## src/rtl/cce_pkg.sv

```systemverilog
// Shared types, character constants and the run encoder function of the escaper.
// No dependencies; used by every module of the control_char_escaper block.
`timescale 1ns / 1ps

package cce_pkg;

  localparam int unsigned ByteW   = 8;
  localparam int unsigned RunLen  = 4;
  localparam int unsigned RunIdxW = $clog2(RunLen);

  localparam logic [ByteW-1:0] CtrlLimit     = 8'h20;
  localparam logic [ByteW-1:0] DelFirst      = 8'h7f;
  localparam logic [ByteW-1:0] C1Limit       = 8'ha0;
  localparam logic [ByteW-1:0] CharBackslash = 8'h5c;
  localparam logic [ByteW-1:0] CharX         = 8'h78;
  localparam logic [ByteW-1:0] CharZero      = 8'h30;
  localparam logic [ByteW-1:0] HexAlphaBase  = 8'h57;

  localparam logic [ByteW-1:0] CodeNul = 8'h00;
  localparam logic [ByteW-1:0] CodeBs  = 8'h08;
  localparam logic [ByteW-1:0] CodeLf  = 8'h0a;
  localparam logic [ByteW-1:0] CodeVt  = 8'h0b;
  localparam logic [ByteW-1:0] CodeFf  = 8'h0c;
  localparam logic [ByteW-1:0] CodeCr  = 8'h0d;

  localparam logic [ByteW-1:0] LetterN = 8'h6e;
  localparam logic [ByteW-1:0] LetterR = 8'h72;
  localparam logic [ByteW-1:0] LetterF = 8'h66;
  localparam logic [ByteW-1:0] LetterV = 8'h76;
  localparam logic [ByteW-1:0] LetterB = 8'h62;

  localparam logic [RunIdxW-1:0] LastOfPlain = 2'd0;
  localparam logic [RunIdxW-1:0] LastOfShort = 2'd1;
  localparam logic [RunIdxW-1:0] LastOfHex   = 2'd3;

  typedef enum logic {
    CfgFirstDelim  = 1'b0,
    CfgSecondDelim = 1'b1
  } cfg_idx_e;

  typedef struct packed {
    logic [RunLen-1:0][ByteW-1:0] chars;
    logic [RunIdxW-1:0]           last_idx;
    logic                         fin;
  } run_t;

  function automatic logic [ByteW-1:0] hex_char(input logic [3:0] nib);
    logic [ByteW-1:0] wide;
    wide = {4'h0, nib};
    hex_char = (nib < 4'd10) ? (CharZero + wide) : (HexAlphaBase + wide);
  endfunction

  function automatic run_t encode_run(input logic [ByteW-1:0] b, input logic fin,
                                      input logic [ByteW-1:0] d1,
                                      input logic [ByteW-1:0] d2);
    run_t             r;
    logic             esc;
    logic [ByteW-1:0] letter;
    esc = (b < CtrlLimit) || ((b >= DelFirst) && (b < C1Limit)) || (b == d1) || (b == d2)
          || (((d1 != '0) || (d2 != '0)) && (b == CharBackslash));
    case (b)
      CodeLf:  letter = LetterN;
      CodeCr:  letter = LetterR;
      CodeFf:  letter = LetterF;
      CodeVt:  letter = LetterV;
      CodeBs:  letter = LetterB;
      CodeNul: letter = CharZero;
      default: letter = '0;
    endcase
    r.fin = fin;
    if (!esc) begin
      r.chars    = {CharX, CharX, CharX, b};
      r.last_idx = LastOfPlain;
    end else if (letter != '0) begin
      r.chars    = {CharX, CharX, letter, CharBackslash};
      r.last_idx = LastOfShort;
    end else begin
      r.chars    = {hex_char(b[3:0]), hex_char(b[7:4]), CharX, CharBackslash};
      r.last_idx = LastOfHex;
    end
    encode_run = r;
  endfunction

endpackage

```

## src/rtl/cce_encoder.sv

```systemverilog
// Run register of the escaper: encodes an accepted byte into its run of characters.
// Depends on cce_pkg.
`timescale 1ns / 1ps

module cce_encoder (
  input  logic                     clk_i,
  input  logic                     rst_ni,
  input  logic [cce_pkg::ByteW-1:0] first_delim_i,
  input  logic [cce_pkg::ByteW-1:0] second_delim_i,
  input  logic                     in_valid_i,
  output logic                     in_stall_o,
  input  logic [cce_pkg::ByteW-1:0] in_byte_i,
  input  logic                     in_final_i,
  input  logic                     run_done_i,
  output logic                     run_valid_o,
  output cce_pkg::run_t            run_o
);
  import cce_pkg::*;

  logic run_valid_q, run_valid_d;
  run_t run_q, run_d;
  logic accept;

  assign in_stall_o = run_valid_q && !run_done_i;
  assign accept     = in_valid_i && !in_stall_o;

  always_comb begin
    run_valid_d = run_valid_q;
    run_d       = run_q;
    if (accept) begin
      run_valid_d = 1'b1;
      run_d       = encode_run(in_byte_i, in_final_i, first_delim_i, second_delim_i);
    end else if (run_done_i) begin
      run_valid_d = 1'b0;
    end
  end

  always_ff @(posedge clk_i or negedge rst_ni) begin
    if (!rst_ni) begin
      run_valid_q <= 1'b0;
    end else begin
      run_valid_q <= run_valid_d;
    end
  end

  always_ff @(posedge clk_i) begin
    run_q <= run_d;
  end

  assign run_valid_o = run_valid_q;
  assign run_o       = run_q;

endmodule

```

## src/rtl/cce_serializer.sv

```systemverilog
// Output stage of the escaper: steps through a run and holds one character a request.
// Depends on cce_pkg.
`timescale 1ns / 1ps

module cce_serializer (
  input  logic                      clk_i,
  input  logic                      rst_ni,
  input  logic                      run_valid_i,
  input  cce_pkg::run_t             run_i,
  output logic                      run_done_o,
  output logic                      out_valid_o,
  input  logic                      out_stall_i,
  output logic [cce_pkg::ByteW-1:0] out_char_o,
  output logic                      run_last_o,
  output logic                      string_last_o
);
  import cce_pkg::*;

  logic [RunIdxW-1:0] idx_q, idx_d;
  logic               out_valid_q, out_valid_d;
  logic [ByteW-1:0]   char_q, char_d;
  logic               run_last_q, run_last_d;
  logic               str_last_q, str_last_d;
  logic               load, at_last;

  assign load       = run_valid_i && (!out_valid_q || !out_stall_i);
  assign at_last    = (idx_q == run_i.last_idx);
  assign run_done_o = load && at_last;

  always_comb begin
    idx_d       = idx_q;
    out_valid_d = out_valid_q && out_stall_i;
    char_d      = char_q;
    run_last_d  = run_last_q;
    str_last_d  = str_last_q;
    if (load) begin
      out_valid_d = 1'b1;
      char_d      = run_i.chars[idx_q];
      run_last_d  = at_last;
      str_last_d  = at_last && run_i.fin;
      idx_d       = at_last ? '0 : idx_q + 1'b1;
    end
  end

  always_ff @(posedge clk_i or negedge rst_ni) begin
    if (!rst_ni) begin
      idx_q       <= '0;
      out_valid_q <= 1'b0;
    end else begin
      idx_q       <= idx_d;
      out_valid_q <= out_valid_d;
    end
  end

  always_ff @(posedge clk_i) begin
    char_q     <= char_d;
    run_last_q <= run_last_d;
    str_last_q <= str_last_d;
  end

  assign out_valid_o   = out_valid_q;
  assign out_char_o    = char_q;
  assign run_last_o    = run_last_q;
  assign string_last_o = str_last_q;

endmodule

```

## src/rtl/control_char_escaper.sv

```systemverilog
// Control character escaper: turns each raw input byte into a run of one, two or four
// printable characters. The byte is encoded into a run register in the cycle it is
// accepted, and the output register then emits one character a cycle while out_stall_i
// is low. A new byte is accepted in the cycle the last character of the previous run
// moves into the output register.
`timescale 1ns / 1ps

module control_char_escaper (
  input  logic                      clk_i,
  input  logic                      rst_ni,
  input  logic                      cfg_we_i,
  input  logic                      cfg_idx_i,
  input  logic [cce_pkg::ByteW-1:0] cfg_data_i,
  input  logic                      in_valid_i,
  output logic                      in_stall_o,
  input  logic [cce_pkg::ByteW-1:0] in_byte_i,
  input  logic                      in_final_i,
  output logic                      out_valid_o,
  input  logic                      out_stall_i,
  output logic [cce_pkg::ByteW-1:0] out_char_o,
  output logic                      run_last_o,
  output logic                      string_last_o
);
  import cce_pkg::*;

  logic [ByteW-1:0] first_delim_q, second_delim_q;
  logic             run_valid, run_done;
  run_t             run;

  always_ff @(posedge clk_i or negedge rst_ni) begin
    if (!rst_ni) begin
      first_delim_q  <= '0;
      second_delim_q <= '0;
    end else if (cfg_we_i) begin
      unique case (cfg_idx_e'(cfg_idx_i))
        CfgFirstDelim:  first_delim_q  <= cfg_data_i;
        CfgSecondDelim: second_delim_q <= cfg_data_i;
        default: ;
      endcase
    end
  end

  cce_encoder u_encoder (
    .clk_i          (clk_i),
    .rst_ni         (rst_ni),
    .first_delim_i  (first_delim_q),
    .second_delim_i (second_delim_q),
    .in_valid_i     (in_valid_i),
    .in_stall_o     (in_stall_o),
    .in_byte_i      (in_byte_i),
    .in_final_i     (in_final_i),
    .run_done_i     (run_done),
    .run_valid_o    (run_valid),
    .run_o          (run)
  );

  cce_serializer u_serializer (
    .clk_i         (clk_i),
    .rst_ni        (rst_ni),
    .run_valid_i   (run_valid),
    .run_i         (run),
    .run_done_o    (run_done),
    .out_valid_o   (out_valid_o),
    .out_stall_i   (out_stall_i),
    .out_char_o    (out_char_o),
    .run_last_o    (run_last_o),
    .string_last_o (string_last_o)
  );

`ifndef SYNTHESIS
  a_str_last_ends_run: assert property (@(posedge clk_i) disable iff (!rst_ni)
    out_valid_o && string_last_o |-> run_last_o)
    else $error("string end flagged on a character that does not end its run");

  a_done_needs_run: assert property (@(posedge clk_i) disable iff (!rst_ni)
    run_done |-> run_valid)
    else $error("run completed while no run was held");

  a_run_continues: assert property (@(posedge clk_i) disable iff (!rst_ni)
    out_valid_o && !out_stall_i && !run_last_o |=> out_valid_o)
    else $error("run broken off before its last character");

  a_no_overwrite: assert property (@(posedge clk_i) disable iff (!rst_ni)
    run_valid && !run_done |-> in_stall_o)
    else $error("new request accepted over an unfinished run");
`endif

endmodule
```

## config.mk

```make
export PLATFORM = sky130hd
export DESIGN_NAME = control_char_escaper
export DESIGN_NICKNAME = d
export VERILOG_FILES = /design/src/rtl/cce_pkg.sv /design/src/rtl/cce_encoder.sv /design/src/rtl/cce_serializer.sv /design/src/rtl/control_char_escaper.sv
export SDC_FILE = /design/constraint.sdc
export NUM_CORES = 1
export LEC_CHECK = 0
export ABC_AREA = 1
export BUFFER_PORTS_ARGS = -buffer_cell sky130_fd_sc_hd__buf_2
export CELL_PAD_IN_SITES_DETAIL_PLACEMENT = 1
export CELL_PAD_IN_SITES_GLOBAL_PLACEMENT = 2
export CORE_MARGIN = 2
export CORE_UTILIZATION = 32
export DETAILED_ROUTE_END_ITERATION = 6
export PLACE_DENSITY = 0.74
export SYNTH_ARGS = -nofsm -noshare
export SYNTH_HDL_FRONTEND = slang
export SYNTH_SLANG_ARGS = --single-unit
export TNS_END_PERCENT = 20
```

## constraint.sdc

```tcl
create_clock -name clk_i -period 3 [get_ports clk_i]
set_input_delay 0 -clock clk_i [delete_from_list [all_inputs] [get_ports clk_i]]
set_output_delay 0 -clock clk_i [all_outputs]
set_load 0.02 [all_outputs]
```

== Word-level counts from Yosys, hierarchy flattened ==
Cells that the tools add are included.
Widths: inputs -> output; s select.
Cells by class
  equality and inequality tests: 9
  add/sub/neg operators: 5
  bitwise logic cells: 2
  reduce and logical (&&, ||, !) cells: 27
  $lt $le $gt $ge: 6
  multiplexer cells: 12
Operators by type and width (number)
  $pmux 7 s6: 1
  $eq 8x4->1 const B: 5
  $mux 8: 4
  $reduce_bool 8->1: 3
  $add 7x4->8 const A: 2
  $bmux 8 s2: 1
  $eq 8x8->1: 2
  $add 6x4->7 const A: 2
  $mux 10: 1
  $eq 8x7->1 const B: 1
  $ge 8x7->1 const B: 1
  $logic_and 1x1->1: 8
  $logic_not 8->1: 1
  $lt 4x4->1 const B: 2
  $lt 8x6->1 const B: 1
  $lt 8x8->1 const B: 1
  $logic_or 1x1->1: 6
  $reduce_and 2->1: 3
  $logic_not 1->1: 4
  $mux 2: 2
  $lt 2x3->1 const B: 1
  $mux 1: 3
  $add 2x1->2 const B: 1
  $eq 2x2->1: 1
  other kinds (3): 4
Storage, ports and cells
  output and inout bits: 12
  register bits: 65
  word-level logic and storage cells: 75
  input port bits: 23

== Logic depth before layout (Yosys ltp) ==
Gate-level depths: netlist of run 1.
  depth in word-level cells: 12
  mapped depth: 11

== Hierarchy ==
A second synthesis of run 1 with hierarchy kept.
Unflattened totals
  cell total of the unflattened synthesis: 389
  area, all modules: 3460.8 µm²
By module, submodules not included
  cce_encoder: area each 2026.9 µm², cells each 234, instances 1, sequential area each 955.9 µm²
  cce_serializer: area each 770.7 µm², cells each 85, instances 1, sequential area each 375.4 µm²
  control_char_escaper: area each 663.1 µm², cells each 70, instances 1, sequential area each 400.4 µm²

== Worst setup path after synthesis of run 1 ==
OpenSTA, ideal clock, no wires.
  path kind: register to register
  start: register u_serializer.out_valid_q, in the netlist u_serializer.out_valid_o
  end: register u_encoder.run_q (netlist bit u_encoder.run_o[0]) (enable)
  cell stages (with the launch flop): 6
  data required time: 2.581 ns
  clock period less this slack: 3.322 ns
  arrival: 2.903 ns
  slack: -0.322 ns
  path through: dfrtp_1 -> a21oi_1 -> nand2_1 -> nand2_1 -> inv_1 -> nor2_1
On the way
  longest elaborated chain between the ends: 8
Ends and longest elaborated chain
  start, declared: RTL line cce_serializer.sv:20  | logic out_valid_q, out_valid_d;
  start signal, assigned: RTL line cce_serializer.sv:51  | out_valid_q <= out_valid_d;
  $logic_not 1->1: RTL line cce_serializer.sv:26  | assign load = run_valid_i && (!out_valid_q || !out_stall_i);
  $logic_or 1x1->1: RTL line cce_serializer.sv:26
  $logic_and 1x1->1: RTL line cce_serializer.sv:26
  via u_serializer.load: RTL line cce_serializer.sv:24  | logic load, at_last;
  $logic_and 1x1->1: RTL line cce_serializer.sv:28  | assign run_done_o = load && at_last;
  $logic_not 1->1: RTL line cce_encoder.sv:24  | assign in_stall_o = run_valid_q && !run_done_i;
  $logic_and 1x1->1: RTL line cce_encoder.sv:24
  via in_stall_o: RTL line control_char_escaper.sv:15  | output logic in_stall_o,
  $logic_not 1->1: RTL line cce_encoder.sv:25  | assign accept = in_valid_i && !in_stall_o;
  $logic_and 1x1->1: RTL line cce_encoder.sv:25
  via u_encoder.accept: RTL line cce_encoder.sv:22  | logic accept;
  end signal, assigned: RTL line cce_encoder.sv:47  | run_q <= run_d;
  end, declared: RTL line cce_encoder.sv:21  | run_t run_q, run_d;
The timed path passes the listed nets, and every way through them passes these cells.
A chain may end at the register's enable or synchronous reset.

== Final worst setup path of run 1 ==
  start: register u_serializer.idx_q[0]
  end: register u_encoder.run_q (netlist bit u_encoder.run_o[13]) (enable)
On the way
  longest elaborated chain between the ends: 6
Ends and longest elaborated chain
  start, declared: RTL line cce_serializer.sv:19  | logic [RunIdxW-1:0] idx_q, idx_d;
  start signal, assigned: RTL line cce_serializer.sv:50  | idx_q <= idx_d;
  $eq 2x2->1: RTL line cce_serializer.sv:27  | assign at_last = (idx_q == run_i.last_idx);
  via u_serializer.at_last: RTL line cce_serializer.sv:24
  $logic_and 1x1->1: RTL line cce_serializer.sv:28
  $logic_not 1->1: RTL line cce_encoder.sv:24
  $logic_and 1x1->1: RTL line cce_encoder.sv:24
  $logic_not 1->1: RTL line cce_encoder.sv:25
  $logic_and 1x1->1: RTL line cce_encoder.sv:25
  via u_encoder.accept: RTL line cce_encoder.sv:22
The timed path passes the listed nets, and every way through them passes these cells.

==> results of run 1 <==
per-layer routing:
layer | track usage | routed length, um | up-vias
met5 | 0 | 0 | -
met4 | 0.0492 | 92 | 0
met3 | 0.0327 | 189 | 8
met2 | 0.250 | 3550 | 33
met1 | 0.176 | 3320 | 1096
li1 | - | - | 1263
kinds of logic after synthesis:
group	share of synthesized area
simple gates	0.252
compound gates	0.0828
fa+ha+maj	0.0315
flops	0.546
buf+inv	0.0733
xor+xnor	0.0138
other cells	0.00118
per-stage QoR:
| stage | utilization | hold slack (ns) | power [mW] | cell area, um^2 | instances |
|---|---|---|---|---|---|
| after floorplan | - | -0.296 | 1.69 | 3180 | 362 |
| after global placement | 0.360 | -0.00747 | 1.89 | 3490 | 523 |
| after detailed placement | 0.360 | -0.00508 | 1.91 | 3490 | 523 |
| after CTS | 0.390 | 0.0701 | 2.59 | 3780 | 551 |
| after global routing | 0.390 | 0.0928 | 2.73 | 3780 | 551 |
| final | 0.390 | 0.0686 | 2.54 | 3780 | 551 |
power by group through the flow:
stage | combinational, mW | sequential [mW] | clock, mW
final | 0.661 | 1.23 | 0.653
after global routing | 0.753 | 1.26 | 0.717
after CTS | 0.676 | 1.23 | 0.679
after detailed placement | 0.661 | 1.25 | 0
after global placement | 0.649 | 1.24 | 0
after floorplan | 0.417 | 1.27 | 0
state kept, by name, indices dropped and copies added (netlist names):
signal,count
u_encoder.run_valid_o,1
u_serializer.idx_q,2
u_serializer.out_char_o,8
u_serializer.string_last_o,1
u_encoder.run_o,31
second_delim_q,8
first_delim_q,8
u_serializer.out_valid_o,1
u_serializer.run_last_o,1
final cells by class:
type | instances | area (um^2) | area share
Sequential cell | 61 | 1730 | 0.458
Multi-Input combinational cell | 244 | 1220 | 0.322
Timing Repair Buffer | 48 | 305 | 0.0808
Inverter | 49 | 184 | 0.0487
Tap cell | 133 | 166 | 0.0440
Clock buffer | 9 | 124 | 0.0328
Clock inverter | 7 | 50.0 | 0.0132
cells in the final DEF (no fill, tap or decap), types with 3 or more instances in the layout:
cell type and count:
nand2_1 97, buf_2 34, o21ai_0 37, clkinv_4 3, nand3_2 8, inv_2 6
a21oi_1 8, nor2_2 11, xor2_1 5, dlygate4sd3_1 12, nor2_1 43, edfxtp_1 41
nand3_1 4, clkbuf_8 9, dfrtp_1 20, o22ai_1 6, nand4_1 5, inv_1 43
clkinv_2 3, ha_1 8, conb_1 3
final timing paths:
check / startpoint / end / slack [ns]
worst max-delay path: u_serializer.idx_q[0]$_DFFE_PN0P_ / u_encoder.run_o[13]$_SDFFCE_PN0P_ / 0.81
worst min-delay path: in_byte_i[2] / u_encoder.run_o[5]$_SDFFCE_PN1P_ / 0.07
worst max register to register: u_serializer.idx_q[0]$_DFFE_PN0P_ / u_encoder.run_o[13]$_SDFFCE_PN0P_ / 0.81
worst min register to register: u_encoder.run_valid_o$_DFFE_PN0P_ / u_serializer.out_valid_o$_DFF_PN0_ / 0.51
max in group asynchronous: rst_ni / first_delim_q[3]$_DFFE_PN0P_ / 2.50
min in group asynchronous: rst_ni / u_serializer.out_valid_o$_DFF_PN0_ / 0.15
worst max-delay path: stages, from the launching register on:
cell and delay [ns]:
dfrtp_1 0.57, or2_2 0.37, a21oi_1 0.20, nand2_1 0.12, nand2_1 0.10, inv_1 0.06
nor2_2 0.07, buf_4 0.35
==> reports/results.ini, run 1 <==
[run_status]
outcome = completed

[power_and_ir_drop]
power.density_nw_per_um2 = 673
power_leakage_nw = 1.71
power.switching_mw = 0.904
switching_share = 0.355
p_int_mw = 1.64
power_frac_clock = 0.257
p_comb_frac = 0.260
vdd_drop_max_mv = 0.231
p_seq_frac = 0.483

[yosys]
synth_edf_count = 41
syn-mean-instance-area_um2 = 8.81
synth_ff_type = edfxtp_1
synth_area_leaders = edfxtp_1, dfrtp_1, nand2_1, o21ai_0, nor2_1
ys_seq_area_frac = 0.546
synth_seq_cells = 61
yosys.area.top_type_share = 0.388
syn_area_um2 = 3170
async_reset_ff_frac = 0.328
synth_common_cells = nand2_1, nor2_1, inv_1, edfxtp_1, o21ai_0
yosysWarnings = 0
synthMostInstantiatedCell = nand2_1
synthCells = 360
yosys.area.top_type = edfxtp_1
synth_cell_types = 25

[sta]
rsz0062_at_grt = false
slew_headroom = 0.663
finalCritPeriodShare = 0.731
tightest_slew_ns = 0.506
drv_slew = 0
setup_viol = 0
setup_ws_ns = 0.807
clock_skew_ns = 0.0125
clock.fmax_mhz = 456
tns_ns = 0
hold_viol_final = 0
period_needed_ns = 2.19

[critical_path]
crit_required_ns = 2.99
reg2regPathDepth = 7
end_kind = flop
critical_path_class = reg -> reg
arrival_ns = 2.19
worstSetupStartpointType = flop
critPathMaxFanout = 31

[die]
die_area_um2 = 10700
die_y_um = 104
io_pins = 35
start_util = 0.328
die_w_um = 104
std_cell_rows = 36
core_area_um2 = 9680

[global_routing]
grt_max_degree = 32
grt.overflow.total = 0
grt_antenna_before_repair = 0
track_usage = 0.144
grt_pass1_wl_um = 12200
grt_pass1_vias = 2460

[routing]
drc_errors = 0
dr.pass1.iters = 4
drt-initial-drc-count = 74
via_per_inst = 4.36
ant_nets = 0
drt_wl_total_um = 7150
wl_per_cell_um = 13.0
num_vias = 2400

[placed_design]
io_buffers = 34
dp_slack_ns = 0.814
gp_congestion = 0.727
hpwl_um = 5380

[clocking]
clockRootBuffer = clkbuf_8
cts_buffer_depth = 2
cts.reportedPaths.clkPinSlew_ns = 0.07
insertion_delay_ns = 0.34
ctsResizeCount = 0
cts_made_buffers = 9
cts.sinks = 61
ctsHoldBuffers = 12
cts_tree = done
post_cts_buffers = 0
h-tree-depth = 3

[layout]
synthToLayoutAreaGrowth_pct = 19.1
drive_above_1_share = 0.199
fill_cells = 1150
diodes = 0
nets = 444

[run]
cap_violations = 0

[worst_hold_path]
hold_class = in -> reg
hold_depth = 3

(Power assumes the default switching activity.)
==> inputs of run 2 (changes only) <==
--- a/config.mk
+++ b/config.mk
@@ -10,9 +10,9 @@
 export CELL_PAD_IN_SITES_DETAIL_PLACEMENT = 1
 export CELL_PAD_IN_SITES_GLOBAL_PLACEMENT = 2
 export CORE_MARGIN = 2
-export CORE_UTILIZATION = 32
+export CORE_UTILIZATION = 36
 export DETAILED_ROUTE_END_ITERATION = 6
-export PLACE_DENSITY = 0.74
+export PLACE_DENSITY = 0.79
 export SYNTH_ARGS = -nofsm -noshare
 export SYNTH_HDL_FRONTEND = slang
 export SYNTH_SLANG_ARGS = --single-unit
==> constraint.sdc (replaced) <==
create_clock -name clk_i -period 2.05 [get_ports clk_i]
set_input_delay 0 -clock clk_i [delete_from_list [all_inputs] [get_ports clk_i]]
set_output_delay 0 -clock clk_i [all_outputs]
set_load 0.02 [all_outputs]
==> reports/results.ini, run 2 (synthesis gave the netlist of run 1 again) <==
[clocking]
cts.reportedPaths.clkPinSlew_ns = 0.08
h-tree-depth = 3
insertion_delay_ns = 0.34
cts_made_buffers = 9
clockRootBuffer = clkbuf_8
cts_tree = done
ctsResizeCount = 0
cts.sinks = 61
post_cts_buffers = 0
ctsHoldBuffers = 12
cts_buffer_depth = 2

[critical_path]
crit_required_ns = 2.08
timing.critical_path.buf_inv = 2
arrival_ns = 1.84
end_kind = flop
crit_family = simple AND/OR/NAND/NOR gates
crit_top_cell = nand2_1
critical-path-max-stage-delay_ns = 0.41
worstSetupStartpointType = flop
critPathMaxFanout = 31
critical_path_class = reg -> reg
crit_path_cell_trace = or2_4, a21oi_2, nand2_1, nand2_1, inv_2, nor2_4, buf_12
slowest_stage = edfxtp_1

[power_and_ir_drop]
power_frac_clock = 0.302
p_seq_frac = 0.433
power.switching_mw = 1.34
switching_share = 0.331
power.density_nw_per_um2 = 1060
p_int_mw = 2.71
p_total_mw = 4.06
power_leakage_nw = 1.73
vdd_drop_max_mv = 0.499
p_comb_frac = 0.265

[global_routing]
grt_max_degree = 32
grt_pass1_vias = 2532
grt_pass1_wl_um = 12400
track_usage = 0.164
grt.overflow.total = 0
grt_antenna_before_repair = 0

[layout]
nets = 445
synthToLayoutAreaGrowth_pct = 21.1
mostFrequentLayoutCells = nand2_1, nor2_1, inv_1
fill_cells = 1049
drive_above_1_share = 0.208
diodes = 0
layout_commonest_cell = nand2_1
utilization = 0.445
largest_register_ffs = 31

[routing]
dr.pass1.iters = 4
drt-initial-drc-count = 77
drt_wl_total_um = 7110
num_vias = 2441
ant_nets = 0
wl_per_cell_um = 13.5
drc_errors = 0
via_per_inst = 4.63

[run]
cap_violations = 0

[die]
start_util = 0.367
std_cell_rows = 34
io_pins = 35
die_area_um2 = 9580
die_w_um = 97.9
core_area_um2 = 8640
die_y_um = 97.9

[sta]
rsz0062_at_grt = false
hold_viol_final = 0
finalCritPeriodShare = 0.879
setup_viol = 0
clock_skew_ns = 0.0125
slew_headroom = 0.668
clock.fmax_mhz = 555
tns_ns = 0
tightest_slew_ns = 0.493
period_needed_ns = 1.80
drv_slew = 0

[worst_hold_path]
hold_class = in -> reg

[placed_design]
gp_congestion = 0.751
io_buffers = 34
hpwl_um = 5340

[run_status]
outcome = completed

-- run 2: changes by cell type in the layout (fill, tap and decap cells not counted), sizes merged --
cell and change:
buf +1, clkbuf +1, clkinvlp +1, clkinv -3
inv -1, bufinv +2
-- run 2: worst paths after layout --
kind                                                   start                            endpoint  slack [ns]  cells after the start
min                                             in_byte_i[2]    u_encoder.run_o[5]$_SDFFCE_PN1P_        0.05                      3
max reg2reg                 u_encoder.run_o[1]$_SDFFCE_PP0P_   u_encoder.run_o[33]$_SDFFCE_PP1P_        0.25                      7
min reg2reg                u_encoder.run_valid_o$_DFFE_PN0P_  u_serializer.out_valid_o$_DFF_PN0_        0.51                      2
max                         u_encoder.run_o[1]$_SDFFCE_PP0P_   u_encoder.run_o[33]$_SDFFCE_PP1P_        0.25                      7
max in group asynchronous                             rst_ni        first_delim_q[3]$_DFFE_PN0P_        1.56                      2
min in group asynchronous                             rst_ni   u_serializer.idx_q[0]$_DFFE_PN0P_        0.15                      2
-- run 2: per-stage QoR --
step	hold WS [ns]	worst slack [ns]	std cells	cell area, um^2
after floorplan	-0.296	0.0184	362	3210
after global placement	-0.00494	0.368	499	3500
after detailed placement	-0.00217	0.294	499	3500
after CTS	0.0432	0.265	527	3840
after global routing	0.0837	0.117	527	3840
final	0.0506	0.247	527	3840
-- run 2: tightest hold or removal path, stage by stage --
cell     delay (ns)
buf_2          0.14
inv_2          0.09
nand2_1        0.07
-- run 2: routing by layer --
| layer | routed length, um | vias to the layer above | global-route usage | share of wire |
|---|---|---|---|---|
| met2 | 3590 | 38 | 0.282 | 0.50 |
| li1 | - | 1267 | - | - |
| met4 | 98 | 0 | 0.0502 | 0.014 |
| met5 | 0 | - | 0 | 0 |
| met3 | 209 | 8 | 0.0394 | 0.029 |
| met1 | 3210 | 1128 | 0.204 | 0.45 |
-- run 2: area by class of cell --
class                      count  area, um^2  share of cell area
clock inverter                 6        86.3              0.0225
sequential                    61        1730               0.451
clock buffer                  10         138              0.0358
tap                          108         135              0.0352
multi-input combinational    244        1240               0.323
timing repair buffer          49         325              0.0847
inverter                      49         184              0.0479
-- run 2: power groups by stage --
stage | registers [mW] | logic, mW | clock network [mW]
3_5_place_dp | 1.79 | 1.07 | 0
3_3_place_gp | 1.78 | 1.04 | 0
6_report | 1.76 | 1.07 | 1.22
5_1_grt | 1.79 | 1.22 | 1.32
2_1_floorplan | 1.87 | 0.651 | 0
4_1_cts | 1.76 | 1.09 | 1.26
==> inputs of run 3 (changes only) <==
--- a/config.mk
+++ b/config.mk
@@ -10,9 +10,9 @@
 export CELL_PAD_IN_SITES_DETAIL_PLACEMENT = 1
 export CELL_PAD_IN_SITES_GLOBAL_PLACEMENT = 2
 export CORE_MARGIN = 2
-export CORE_UTILIZATION = 36
+export CORE_UTILIZATION = 25
 export DETAILED_ROUTE_END_ITERATION = 6
-export PLACE_DENSITY = 0.79
+export PLACE_DENSITY = 0.58
 export SYNTH_ARGS = -nofsm -noshare
 export SYNTH_HDL_FRONTEND = slang
 export SYNTH_SLANG_ARGS = --single-unit
==> reports/results.ini, run 3 (synthesis gave the netlist of run 1 again) <==
[run]
cap_violations = 0

[global_routing]
grt_max_degree = 32
grt.overflow.total = 0
grt_pass1_wl_um = 13100
grt_pass1_vias = 2524
grt_antenna_before_repair = 0
track_usage = 0.130

[layout]
drive_above_1_share = 0.198
layout_commonest_cell = nand2_1
synthToLayoutAreaGrowth_pct = 26.3
fill_cells = 1488
register_area_um2 = 1730
multi_input_area_um2 = 1240
fin_cells = 592
mostFrequentLayoutCells = nand2_1, nor2_1, inv_1
stdcell_area_um2 = 4010
largest_register_ffs = 31
nets = 446
diodes = 0

[clocking]
h-tree-depth = 3
cts_tree = done
cts.sinks = 61
clockRootBuffer = clkbuf_16
cts_buffer_depth = 2
insertion_delay_ns = 0.34
cts.reportedPaths.clkPinSlew_ns = 0.05
cts_made_buffers = 9
post_cts_buffers = 0

[sta]
period_needed_ns = 1.74
tns_ns = 0
drv_slew = 0
finalCritPeriodShare = 0.851
rsz0062_at_grt = false
tightest_slew_ns = 0.494
clock_skew_ns = 0.00703
clock.fmax_mhz = 573
hold_viol_final = 0
slew_headroom = 0.667
setup_viol = 0

[worst_hold_path]
hold_class = in -> reg
hold_depth = 3

[critical_path]
end_kind = flop
critPathMaxFanout = 31
critical_path_class = reg -> reg
worstSetupStartpointType = flop
arrival_ns = 1.78
reg2regPathDepth = 7
crit_required_ns = 2.08

[die]
std_cell_rows = 41
die_area_um2 = 13600
io_pins = 35
core_area_um2 = 12500
start_util = 0.253
die_y_um = 117
die_w_um = 117

[power_and_ir_drop]
vdd_drop_max_mv = 0.361
power.density_nw_per_um2 = 1110
power_leakage_nw = 1.77

[routing]
drc_errors = 0
drt_wl_total_um = 7790
ant_nets = 0
via_per_inst = 4.06
dr.pass1.iters = 4
drt-initial-drc-count = 78
num_vias = 2402
wl_per_cell_um = 13.2

[placed_design]
placedInstanceArea_um2 = 3580
place_inst = 564
hpwl_um = 5740
io_buffers = 34
gp_congestion = 0.709

[run_status]
outcome = completed

[run 3: cell types whose count changed in the layout (fill, tap and decap cells not counted), moves of 2 or more]
cell / previous run / this run
clkbuf_1: 0 / 4
clkbuf_16: 0 / 9
clkbuf_8: 10 / 0
clkinv_2: 2 / 0
[run 3: worst paths after layout]
check                                                       start                            endpoint  slack (ns)
worst max-delay path            u_serializer.idx_q[1]$_DFFE_PN0P_   u_encoder.run_o[29]$_SDFFCE_PP0P_        0.31
worst min-delay path                                 in_byte_i[6]    u_encoder.run_o[9]$_SDFFCE_PN1P_        0.08
worst max register to register  u_serializer.idx_q[1]$_DFFE_PN0P_   u_encoder.run_o[29]$_SDFFCE_PP0P_        0.31
worst min register to register  u_encoder.run_valid_o$_DFFE_PN0P_  u_serializer.out_valid_o$_DFF_PN0_        0.51
max in group asynchronous                                  rst_ni   u_serializer.idx_q[0]$_DFFE_PN0P_        1.54
min in group asynchronous                                  rst_ni  u_serializer.out_valid_o$_DFF_PN0_        0.17
[run 3: final cells by class]
cell class	count	area share
Tap cell	172	0.0537
Clock inverter	3	0.0159
Timing Repair Buffer	50	0.0830
Clock buffer	13	0.0599
Sequential cell	61	0.432
Multi-Input combinational cell	244	0.310
Inverter	49	0.0459
[run 3: what timing repair did]
item / in CTS / in global routing
endpoints found under the setup margin: 0 / 0
hold endpoints to repair: 39 / 0
hold buffers: 12 / 0
resized for setup: 0 / 0
[run 3: critical path, cell delays in order, from the launching register on]
cell and delay, ns:
dfrtp_1 0.47, xor2_1 0.20, a21oi_2 0.16, nand2_1 0.11
nand2_1 0.11, inv_2 0.06, nor2_4 0.12, buf_12 0.21
[run 3: routing by layer]
layer  routed length [um]  GRT usage  share of wire
met3                  313     0.0493          0.040
met2                 3690      0.212           0.47
met4                  114     0.0471          0.015
met1                 3670      0.158           0.47
met5                    0          0              0
[run 3: stage by stage]
step	util	hold WS (ns)	power (mW)	setup slack [ns]
floorplan	-	-0.296	2.52	0.0184
CTS	0.320	0.0591	4.53	0.290
global placement	0.286	0.00255	2.85	0.328
global route	0.320	0.0875	4.74	0.146
finish	0.320	0.0762	4.44	0.305
detailed placement	0.286	0.00964	2.88	0.305
[run 3: power by group]
part,switching (mW),total [mW],leakage (nW),internal [mW]
combinational,0.725,1.09,1.01,0.361
clock,0.534,1.59,0.145,1.06
sequential,0.119,1.76,0.612,1.64
total,1.38,4.44,1.77,3.06
